==> src/rtl/spq_pkg.sv <==
// Shared types, sizes and codes for the sorted priority queue.
package spq_pkg;

    localparam int CAPACITY = 16;
    localparam int CNT_W    = $clog2(CAPACITY + 1);
    localparam int OCC_W    = 5;

    localparam logic OP_INSERT = 1'b0;
    localparam logic OP_DELETE = 1'b1;

    localparam logic [1:0] ST_OK    = 2'd0;
    localparam logic [1:0] ST_EMPTY = 2'd1;
    localparam logic [1:0] ST_FULL  = 2'd2;

    typedef struct packed {
        logic               opcode;
        logic signed [31:0] item_value;
        logic signed [31:0] item_rank;
    } req_item_t;

    typedef struct packed {
        logic signed [31:0] removed_value;
        logic [1:0]         status;
        logic [OCC_W-1:0]   occupancy;
    } rsp_item_t;

    typedef struct packed {
        logic load;
        logic commit;
    } spq_cmd_t;

    typedef struct packed {
        logic rsp_free;
    } spq_status_t;

endpackage

==> src/rtl/spq_ctrl.sv <==
// Controller state machine: sequences capture and execution of one item.
module spq_ctrl (
    input  logic                clk,
    input  logic                rst_n,
    input  logic                req_valid,
    output logic                req_stall,
    input  spq_pkg::spq_status_t status,
    output spq_pkg::spq_cmd_t   cmd
);
    import spq_pkg::*;

    typedef enum logic [1:0] {
        S_IDLE = 2'b01,
        S_EXEC = 2'b10
    } state_t;

    state_t state_reg;
    state_t state_next;

    always_comb
    begin
        state_next = state_reg;
        cmd.load   = 1'b0;
        cmd.commit = 1'b0;
        req_stall  = 1'b1;
        unique case (state_reg)
            S_IDLE:
            begin
                req_stall = 1'b0;
                if (req_valid)
                begin
                    cmd.load   = 1'b1;
                    state_next = S_EXEC;
                end
            end
            S_EXEC:
            begin
                // hold until the result register can take the answer
                if (status.rsp_free)
                begin
                    cmd.commit = 1'b1;
                    state_next = S_IDLE;
                end
            end
            default:
            begin
                state_next = S_IDLE;
            end
        endcase
    end

    always_ff @(posedge clk or negedge rst_n)
    begin
        if (!rst_n)
        begin
            state_reg <= S_IDLE;
        end
        else
        begin
            state_reg <= state_next;
        end
    end

endmodule

==> src/rtl/spq_datapath.sv <==
// Datapath: sorted register chain, entry count and result register.
module spq_datapath (
    input  logic                 clk,
    input  logic                 rst_n,
    input  spq_pkg::req_item_t   req,
    input  spq_pkg::spq_cmd_t    cmd,
    output spq_pkg::spq_status_t status,
    output logic                 rsp_valid,
    input  logic                 rsp_stall,
    output spq_pkg::rsp_item_t   rsp
);
    import spq_pkg::*;

    req_item_t          op_reg;
    logic signed [31:0] rank_reg  [CAPACITY];
    logic signed [31:0] value_reg [CAPACITY];
    logic [CNT_W-1:0]   count_reg;
    logic [CNT_W-1:0]   count_next;
    logic               rsp_valid_reg;
    logic               rsp_valid_next;
    rsp_item_t          rsp_reg;
    rsp_item_t          rsp_next;

    logic [CAPACITY-1:0] gt;
    logic                full;
    logic                empty;
    logic                do_ins;
    logic                do_del;

    assign full   = (count_reg == CNT_W'(CAPACITY));
    assign empty  = (count_reg == '0);
    assign do_ins = cmd.commit && (op_reg.opcode == OP_INSERT) && !full;
    assign do_del = cmd.commit && (op_reg.opcode == OP_DELETE) && !empty;

    // Empty slots count as ranking above the new entry.
    always_comb
    begin
        for (int i = 0; i < CAPACITY; i++)
        begin
            gt[i] = (CNT_W'(i) >= count_reg) || (rank_reg[i] > op_reg.item_rank);
        end
    end

    for (genvar g = 0; g < CAPACITY; g++)
    begin : g_cell
        logic               prev_gt;
        logic signed [31:0] prev_rank;
        logic signed [31:0] prev_value;
        logic signed [31:0] next_rank;
        logic signed [31:0] next_value;

        if (g == 0)
        begin : g_first
            assign prev_gt    = 1'b0;
            assign prev_rank  = op_reg.item_rank;
            assign prev_value = op_reg.item_value;
        end
        else
        begin : g_rest
            assign prev_gt    = gt[g-1];
            assign prev_rank  = rank_reg[g-1];
            assign prev_value = value_reg[g-1];
        end

        if (g == CAPACITY - 1)
        begin : g_last
            assign next_rank  = rank_reg[g];
            assign next_value = value_reg[g];
        end
        else
        begin : g_mid
            assign next_rank  = rank_reg[g+1];
            assign next_value = value_reg[g+1];
        end

        always_ff @(posedge clk)
        begin
            if (do_ins && gt[g])
            begin
                // first greater slot takes the new entry, later ones shift up
                if (!prev_gt)
                begin
                    rank_reg[g]  <= op_reg.item_rank;
                    value_reg[g] <= op_reg.item_value;
                end
                else
                begin
                    rank_reg[g]  <= prev_rank;
                    value_reg[g] <= prev_value;
                end
            end
            else if (do_del)
            begin
                rank_reg[g]  <= next_rank;
                value_reg[g] <= next_value;
            end
        end
    end

    always_comb
    begin
        count_next             = count_reg;
        rsp_next.removed_value = '0;
        rsp_next.status        = ST_OK;
        if (op_reg.opcode == OP_INSERT)
        begin
            if (full)
            begin
                rsp_next.status = ST_FULL;
            end
            else
            begin
                count_next = count_reg + 1'b1;
            end
        end
        else
        begin
            if (empty)
            begin
                rsp_next.status = ST_EMPTY;
            end
            else
            begin
                rsp_next.removed_value = value_reg[0];
                count_next             = count_reg - 1'b1;
            end
        end
        rsp_next.occupancy = OCC_W'(count_next);
    end

    assign rsp_valid_next  = cmd.commit || (rsp_valid_reg && rsp_stall);
    assign status.rsp_free = !rsp_valid_reg || !rsp_stall;

    always_ff @(posedge clk)
    begin
        if (cmd.load)
        begin
            op_reg <= req;
        end
        if (cmd.commit)
        begin
            rsp_reg <= rsp_next;
        end
    end

    always_ff @(posedge clk or negedge rst_n)
    begin
        if (!rst_n)
        begin
            count_reg     <= '0;
            rsp_valid_reg <= 1'b0;
        end
        else
        begin
            if (cmd.commit)
            begin
                count_reg <= count_next;
            end
            rsp_valid_reg <= rsp_valid_next;
        end
    end

    assign rsp_valid = rsp_valid_reg;
    assign rsp       = rsp_reg;

endmodule

==> src/rtl/sorted_priority_queue_core.sv <==
// Sorted priority queue: smallest rank leaves first, equal ranks in arrival order.
//
// Request channel (req_valid / req_stall / req): each item is an insert of a
// (rank, value) pair or a delete of the front entry. Response channel
// (rsp_valid / rsp_stall / rsp): exactly one item per request, carrying the
// removed value (zero unless a delete succeeded), a status code (ok, delete
// on empty, insert on full) and the occupancy after the operation.
// A request is captured in the operand register and its response is written to
// the response register once that register is free. The block takes no new
// request until the current one is done; the controller captures a request in
// one state and updates the whole register chain in parallel in the next.
// The response register parts the two sides: a new request is accepted while
// an earlier response still waits. If the receiver stalls, the next request
// is held in execution until the waiting response is taken.
// Reset empties the queue at once (count to zero) and clears any pending
// response; stored entries need no clearing.
module sorted_priority_queue_core (
    input  logic               clk,
    input  logic               rst_n,
    input  logic               req_valid,
    output logic               req_stall,
    input  spq_pkg::req_item_t req,
    output logic               rsp_valid,
    input  logic               rsp_stall,
    output spq_pkg::rsp_item_t rsp
);
    import spq_pkg::*;

    spq_cmd_t    cmd;
    spq_status_t status;

    spq_ctrl u_ctrl (
        .clk       (clk),
        .rst_n     (rst_n),
        .req_valid (req_valid),
        .req_stall (req_stall),
        .status    (status),
        .cmd       (cmd)
    );

    spq_datapath u_datapath (
        .clk       (clk),
        .rst_n     (rst_n),
        .req       (req),
        .cmd       (cmd),
        .status    (status),
        .rsp_valid (rsp_valid),
        .rsp_stall (rsp_stall),
        .rsp       (rsp)
    );

endmodule
==> config.mk <==
export PLATFORM = sky130hd
export DESIGN_NAME = sorted_priority_queue_core
export DESIGN_NICKNAME = d
export VERILOG_FILES = /design/src/rtl/spq_pkg.sv /design/src/rtl/spq_ctrl.sv /design/src/rtl/spq_datapath.sv /design/src/rtl/sorted_priority_queue_core.sv
export SDC_FILE = /design/constraint.sdc
export NUM_CORES = 2
export LEC_CHECK = 0
export BUFFER_PORTS_ARGS = -buffer_cell sky130_fd_sc_hd__buf_2
export CAP_MARGIN = 30
export CORE_ASPECT_RATIO = 0.75
export CORE_MARGIN = 2
export CORE_UTILIZATION = 47
export CTS_BUF_LIST = sky130_fd_sc_hd__clkbuf_4
export CTS_CLUSTER_DIAMETER = 150
export DETAILED_ROUTE_END_ITERATION = 7
export PLACE_DENSITY = 0.64
export SLEW_MARGIN = 20
export SYNTH_ARGS = -nofsm -noshare
export SYNTH_HDL_FRONTEND = slang
export SYNTH_SLANG_ARGS = --single-unit
==> constraint.sdc <==
create_clock -name clk -period 19.05 [get_ports clk]
set_input_delay 3.81 -clock clk [delete_from_list [all_inputs] [get_ports clk]]
set_output_delay 3.81 -clock clk [all_outputs]
set_load 0.02 [all_outputs]
# Word-level counts from Yosys, hierarchy flattened
# Memory sizes are Yosys's and may differ from the RTL's.
# Cells that the tools add are included.
# op_classes
n_addsub	2
n_lt_le_gt_ge	32
n_eq_ne	5
n_mux	201
bitwise	63
reduce_logical	46
# op_table
op	count
2-to-1 mux 32 bit	62
> comparator 32 bit	16
2-to-1 mux 1 bit	131
bitwise OR 1 bit	62
>= comparator 4 x 5 -> 1 bit (first input constant)	8
logical AND 1 bit	21
>= comparator 3 x 5 -> 1 bit (first input constant)	4
logical OR 1 bit	18
2-to-1 mux 5 bit	3
>= comparator 1 x 5 -> 1 bit (first input constant)	2
>= comparator 2 x 5 -> 1 bit (first input constant)	2
2-to-1 mux 2 bit	4
adder 5 x 1 -> 5 bit (second input constant)	1
equality test 5 bit (second input constant)	1
logical NOT 5 bit	1
subtractor 5 x 1 -> 5 bit (second input constant)	1
logical NOT 1 bit	4
inequality test 2 bit (second input constant)	2
one-hot mux 2 bit (2 select lines)	1
equality test 2 x 1 -> 1 bit (second input constant)	1
equality test 2 bit (second input constant)	1
AND reduction 2 bit	1
OR reduction 2 bit	1
inverter 1 bit	1
# word_totals
ff_bits	112
ram_bits	1024
output_inout_bits	41
word_cells	360
n_memories	2
# memory_table
memory	depth	width	rd	rd_ports_with_merged_regs	write_ports	line	text
u_datapath.rank_reg	16	32	16	0	16	spq_datapath.sv:15	logic signed [31:0] rank_reg [CAPACITY];
u_datapath.value_reg	16	32	16	0	16	spq_datapath.sv:16	logic signed [31:0] value_reg [CAPACITY];

# Longest topological paths before layout
# depth
word_depth	11
depth_mapped	14

# By module
# Synthesis repeated with hierarchy kept, for this count alone.
# hier_totals
cells_unflattened	5207
hier_area_um2	63891.3
# by_module_without_submodules
mod	instances	cells_each	area_each_um2
spq_datapath	1	5199	63799.9
spq_ctrl	1	8	91.3

# Least setup slack after synthesis
# No wires, ideal clock.
# synth_path
kind	input-to-reg
startpoint	in rsp_stall
endpoint	mem u_datapath.rank_reg[8][0], in the netlist u_datapath.rank_reg[1][0] (enable)
setup_time_ns	0.574
t_arrival_ns	9.655
required_ns	18.476
setup_slack_ns	8.821
path_stages	7
path_buffers	0
path_cell_list	nand2_1 -> nand2_1 -> clkinv_1 -> nand2_1 -> a21oi_1 -> o31ai_1 -> o21ai_0
# synth_lines
item	line	text
start: declaration	sorted_priority_queue_core.sv:24	input logic rsp_stall,
end: declaration	spq_datapath.sv:15	

==> impl_metrics.tcl <==
set metrics [dict create \
    hold_depth 2 \
    met2_length_mm 85.41 \
    critPathRequiredTime_ps 19990 \
    port-buffer-count 109 \
    drt_iter0_drc 8139 \
    max_cap_viol_count 0 \
    io_pins 110 \
    power_density_mw_per_mm2 96.65 \
    power_frac_seq_pct 48.2 \
    yosysWarnings 0 \
    place_ws_ps 10150 \
    drc 0 \
    cts_root_buf "clkbuf_4" \
    synth_compound_area_share_pct 23.86 \
    stdcell_count 7267 \
    antenna_found_initial 4 \
    placed_area_mm2 0.06473 \
    nFillCells 11480 \
    outcome "complete, no violations" \
    switching_power_mw 2.089 \
    intPower_mw 4.523 \
    cts.sinks 1136 \
    yosys.area.top_type_share_pct 54.48 \
    cts_hold_buf 0 \
    r2r-end "u_datapath.value_reg[1][220]" \
    hp-start "u_datapath.value_reg[1][236]" \
    synth_cell_type_count 72 \
    hold_violations 0 \
    nets 5915 \
    finalCritPeriodShare_pct 40.85 \
    fmax_mhz 128.5 \
    clock_latency_ps 1250 \
    grt_pass1_wl_mm 313.1 \
    dieArea_mm2 0.1352 \
    ys_top_cells_by_count "edfxtp_1 (1128), ha_1 (517), a22oi_1 (448)" \
    combPwrFrac_pct 19.4 \
    design_area_mm2 0.06841 \
    yosysMostFrequentCell "edfxtp_1" \
    ys_top_cells_by_area "edfxtp_1 (54%), ha_1 (10%), a22oi_1 (5.4%)" \
    path_class "primary input to register" \
    setup_slack_ps 11270 \
    gr-total-overflow 0 \
    drt_first_pass_iters 8 \
    ys_async_sr_fraction_pct 0.7042 \
    die_h_um 319.0 \
    ir_drop_v 0.00006583 \
    cts_tree "done" \
    grt_start_max_net_pins 222 \
    r2r_start "u_datapath.g_cell[0].prev_rank[15]" \
    synthSimpleGateAreaFrac_pct 6.733 \
    cts_buffer_depth 4 \
    totalWireLength_mm 215.3 \
    synth_edf_count 1128 \
    hpwl_mm 137.6 \
    cts_setup_buffers 0 \
    ff2ff_path_depth 12 \
    via_count 49990 \
    clockPowerShare_pct 32.4 \
    drive_above_1_share_pct 14.39 \
    first_global_vias 46180 \
    rsz0062_at_grt "no" \
    synth.avg_cell_area_um2 11.98 \
    synth_nets 5776 \
    wl_met1_mm 91.70 \
    ys_ff_latch 1136 \
    syn_inst 5190 \
    dominantRegCellSynth "edfxtp_1" \
    route.detailed.wl_per_inst_um 29.62 \
    maxSlewHeadroom_pct 19.81 \
    place_inst 6767 \
    yosys.area.top_type "edfxtp_1" \
    final_antenna_net_count 0 \
    setup_tns_ps 0 \
    globalplace.congestion 0.9653 \
    clk_pin_slew_ps 70 \
    hp-class "register to register" \
    wl_met3_mm 32.22 \
    synth-xor-area-share_pct 0.04226 \
    synth_top_family_by_area "compound AO/OA/AOI/OAI gates" \
    routed_via_density 6.878 \
    cts.htree.levels 5 \
    whs_endpoint "u_datapath.value_reg[1][204]" \
    drv_slew 0 \
    worst-endpoint-arrival_ps 8720 \
    yosys.area_share.adder_pct 10.40 \
    syn_to_final_growth_pct 10.03 \
    power.total_mw 6.612 \
    setup_viol 0 \
    core_mm2 0.1312 \
    tightest_slew_ps 1203 \
    worstSetupStartpointType "primary input" \
    critPathMaxFanout 82 \
    ys_seq_area_share_pct 54.80 \
    post_cts_resized 0 \
    die_x_um 424.0 \
    finClkSkew_ps 104.3 \
    slowest_delay_ps 830 \
    crit_chain "buf_2 > nand2_1 > nand2_1 > nor2_4 > buf_4 > buf_4 > buf_4 > buf_4 > nor2_4 > buf_4 > a21o_1" \
    worstSetupEndpointType "register" \
    rows 115 \
    synthMuxAreaShare_pct 1.246 \
    switching_share_pct 31.60 \
    cts_buffers 307 \
    regToRegSetupSlack_ps 12740 \
    p_leak_nw 25.07 \
    synth_area_mm2 0.06218 \
    highest_layer "met5" \
    slowest_stage "buf_4" \
    track_usage_pct 31.11 \
    fin_crit_ps 7782 \
    start_util_pct 47.38 \
    cp_common_cell "buf_4" \
]
[how the worst max path moves through the flow]
stage,from,to,cells past startpoint
3_3_place_gp,rsp_stall,u_datapath.value_reg[0][130],11
4_1_cts,rsp_stall,u_datapath.rank_reg[0][128],11
6_report,rsp_stall,u_datapath.value_reg[0][149],11
5_1_grt,rsp_stall,u_datapath.rank_reg[0][128],11
3_5_place_dp,rsp_stall,u_datapath.value_reg[0][128],11
2_1_floorplan,rsp_stall,u_datapath.rank_reg[1][0],7
[metal layers]
metal / vias to the layer above / track usage (%)
met4: 4 / 9.711
met1: 24380 / 47.99
met3: 417 / 9.576
met2: 3763 / 40.98
met5: - / 0
li1: 21420 / -
[layout make-up]
type	count	area, µm²	share of cell area [%]
multi-input combinational	3594	26680	38.99
clock inverter	39	201.4	0.2945
timing repair buffer	216	1628	2.379
clock buffer	445	3341	4.883
sequential	1136	34070	49.81
tap	1755	2196	3.210
antenna	8	20.02	0.02926
inverter	74	277.8	0.4060
[cells in the final DEF (no fill, tap or decap), types with 28 or more instances in the layout]
cell	count
o21ai_0	434
ha_1	517
inv_1	73
clkbuf_4	446
o211ai_1	81
mux2_2	67
edfxtp_1	1128
nand2_1	418
o31ai_1	69
a221o_1	226
nor2_1	59
buf_4	83
buf_2	113
and2_1	34
clkinv_1	30
nor3_1	112
nand3_1	33
a21oi_1	295
a22o_1	163
nand4_1	94
nor2b_1	28
a21o_1	262
a22oi_1	448
[power groups by stage]
stage                     Clock (mW)  Sequential (mW)  Combinational, mW
after floorplan                    0             3.18              0.796
final                           2.14             3.19               1.28
after global placement             0             3.23               1.19
after detailed placement           0             3.23               1.24
after global routing            2.29             3.20               1.38
after CTS                       2.16             3.18               1.24
[logic make-up (layout without fill, tap and decap cells)]
| kind of cell | count (synthesis) | in the layout |
|---|---|---|
| AOI/OAI and AO/OA | 2119 | 2119 |
| xor gates and xnor gates | 3 | 3 |
| adders and majority gates | 517 | 517 |
| buffers and inverters | 460 | 774 |
| DFF | 1136 | 1136 |
| muxes | 69 | 69 |
| other | 0 | 8 |
| and+or+nand+nor | 886 | 886 |
[per-stage QoR]
step           hold slack [ps]  utilization [%]
2_1_floorplan            478.1                -
3_3_place_gp             489.7            49.08
3_5_place_dp             510.1            49.33
4_1_cts                  521.7            52.03
5_1_grt                  530.6            52.13
6_report                 505.5            52.13
[worst max-delay path: cells and delay by family]
| family | cells | cell delay, ps |
|---|---|---|
| AND/OR/NAND/NOR | 4 | 940 |
| buffers and inverters | 6 | 3560 |
| AO/OA/AOI/OAI | 1 | 280 |
Note: power is estimated with default switching activity, not from simulation.
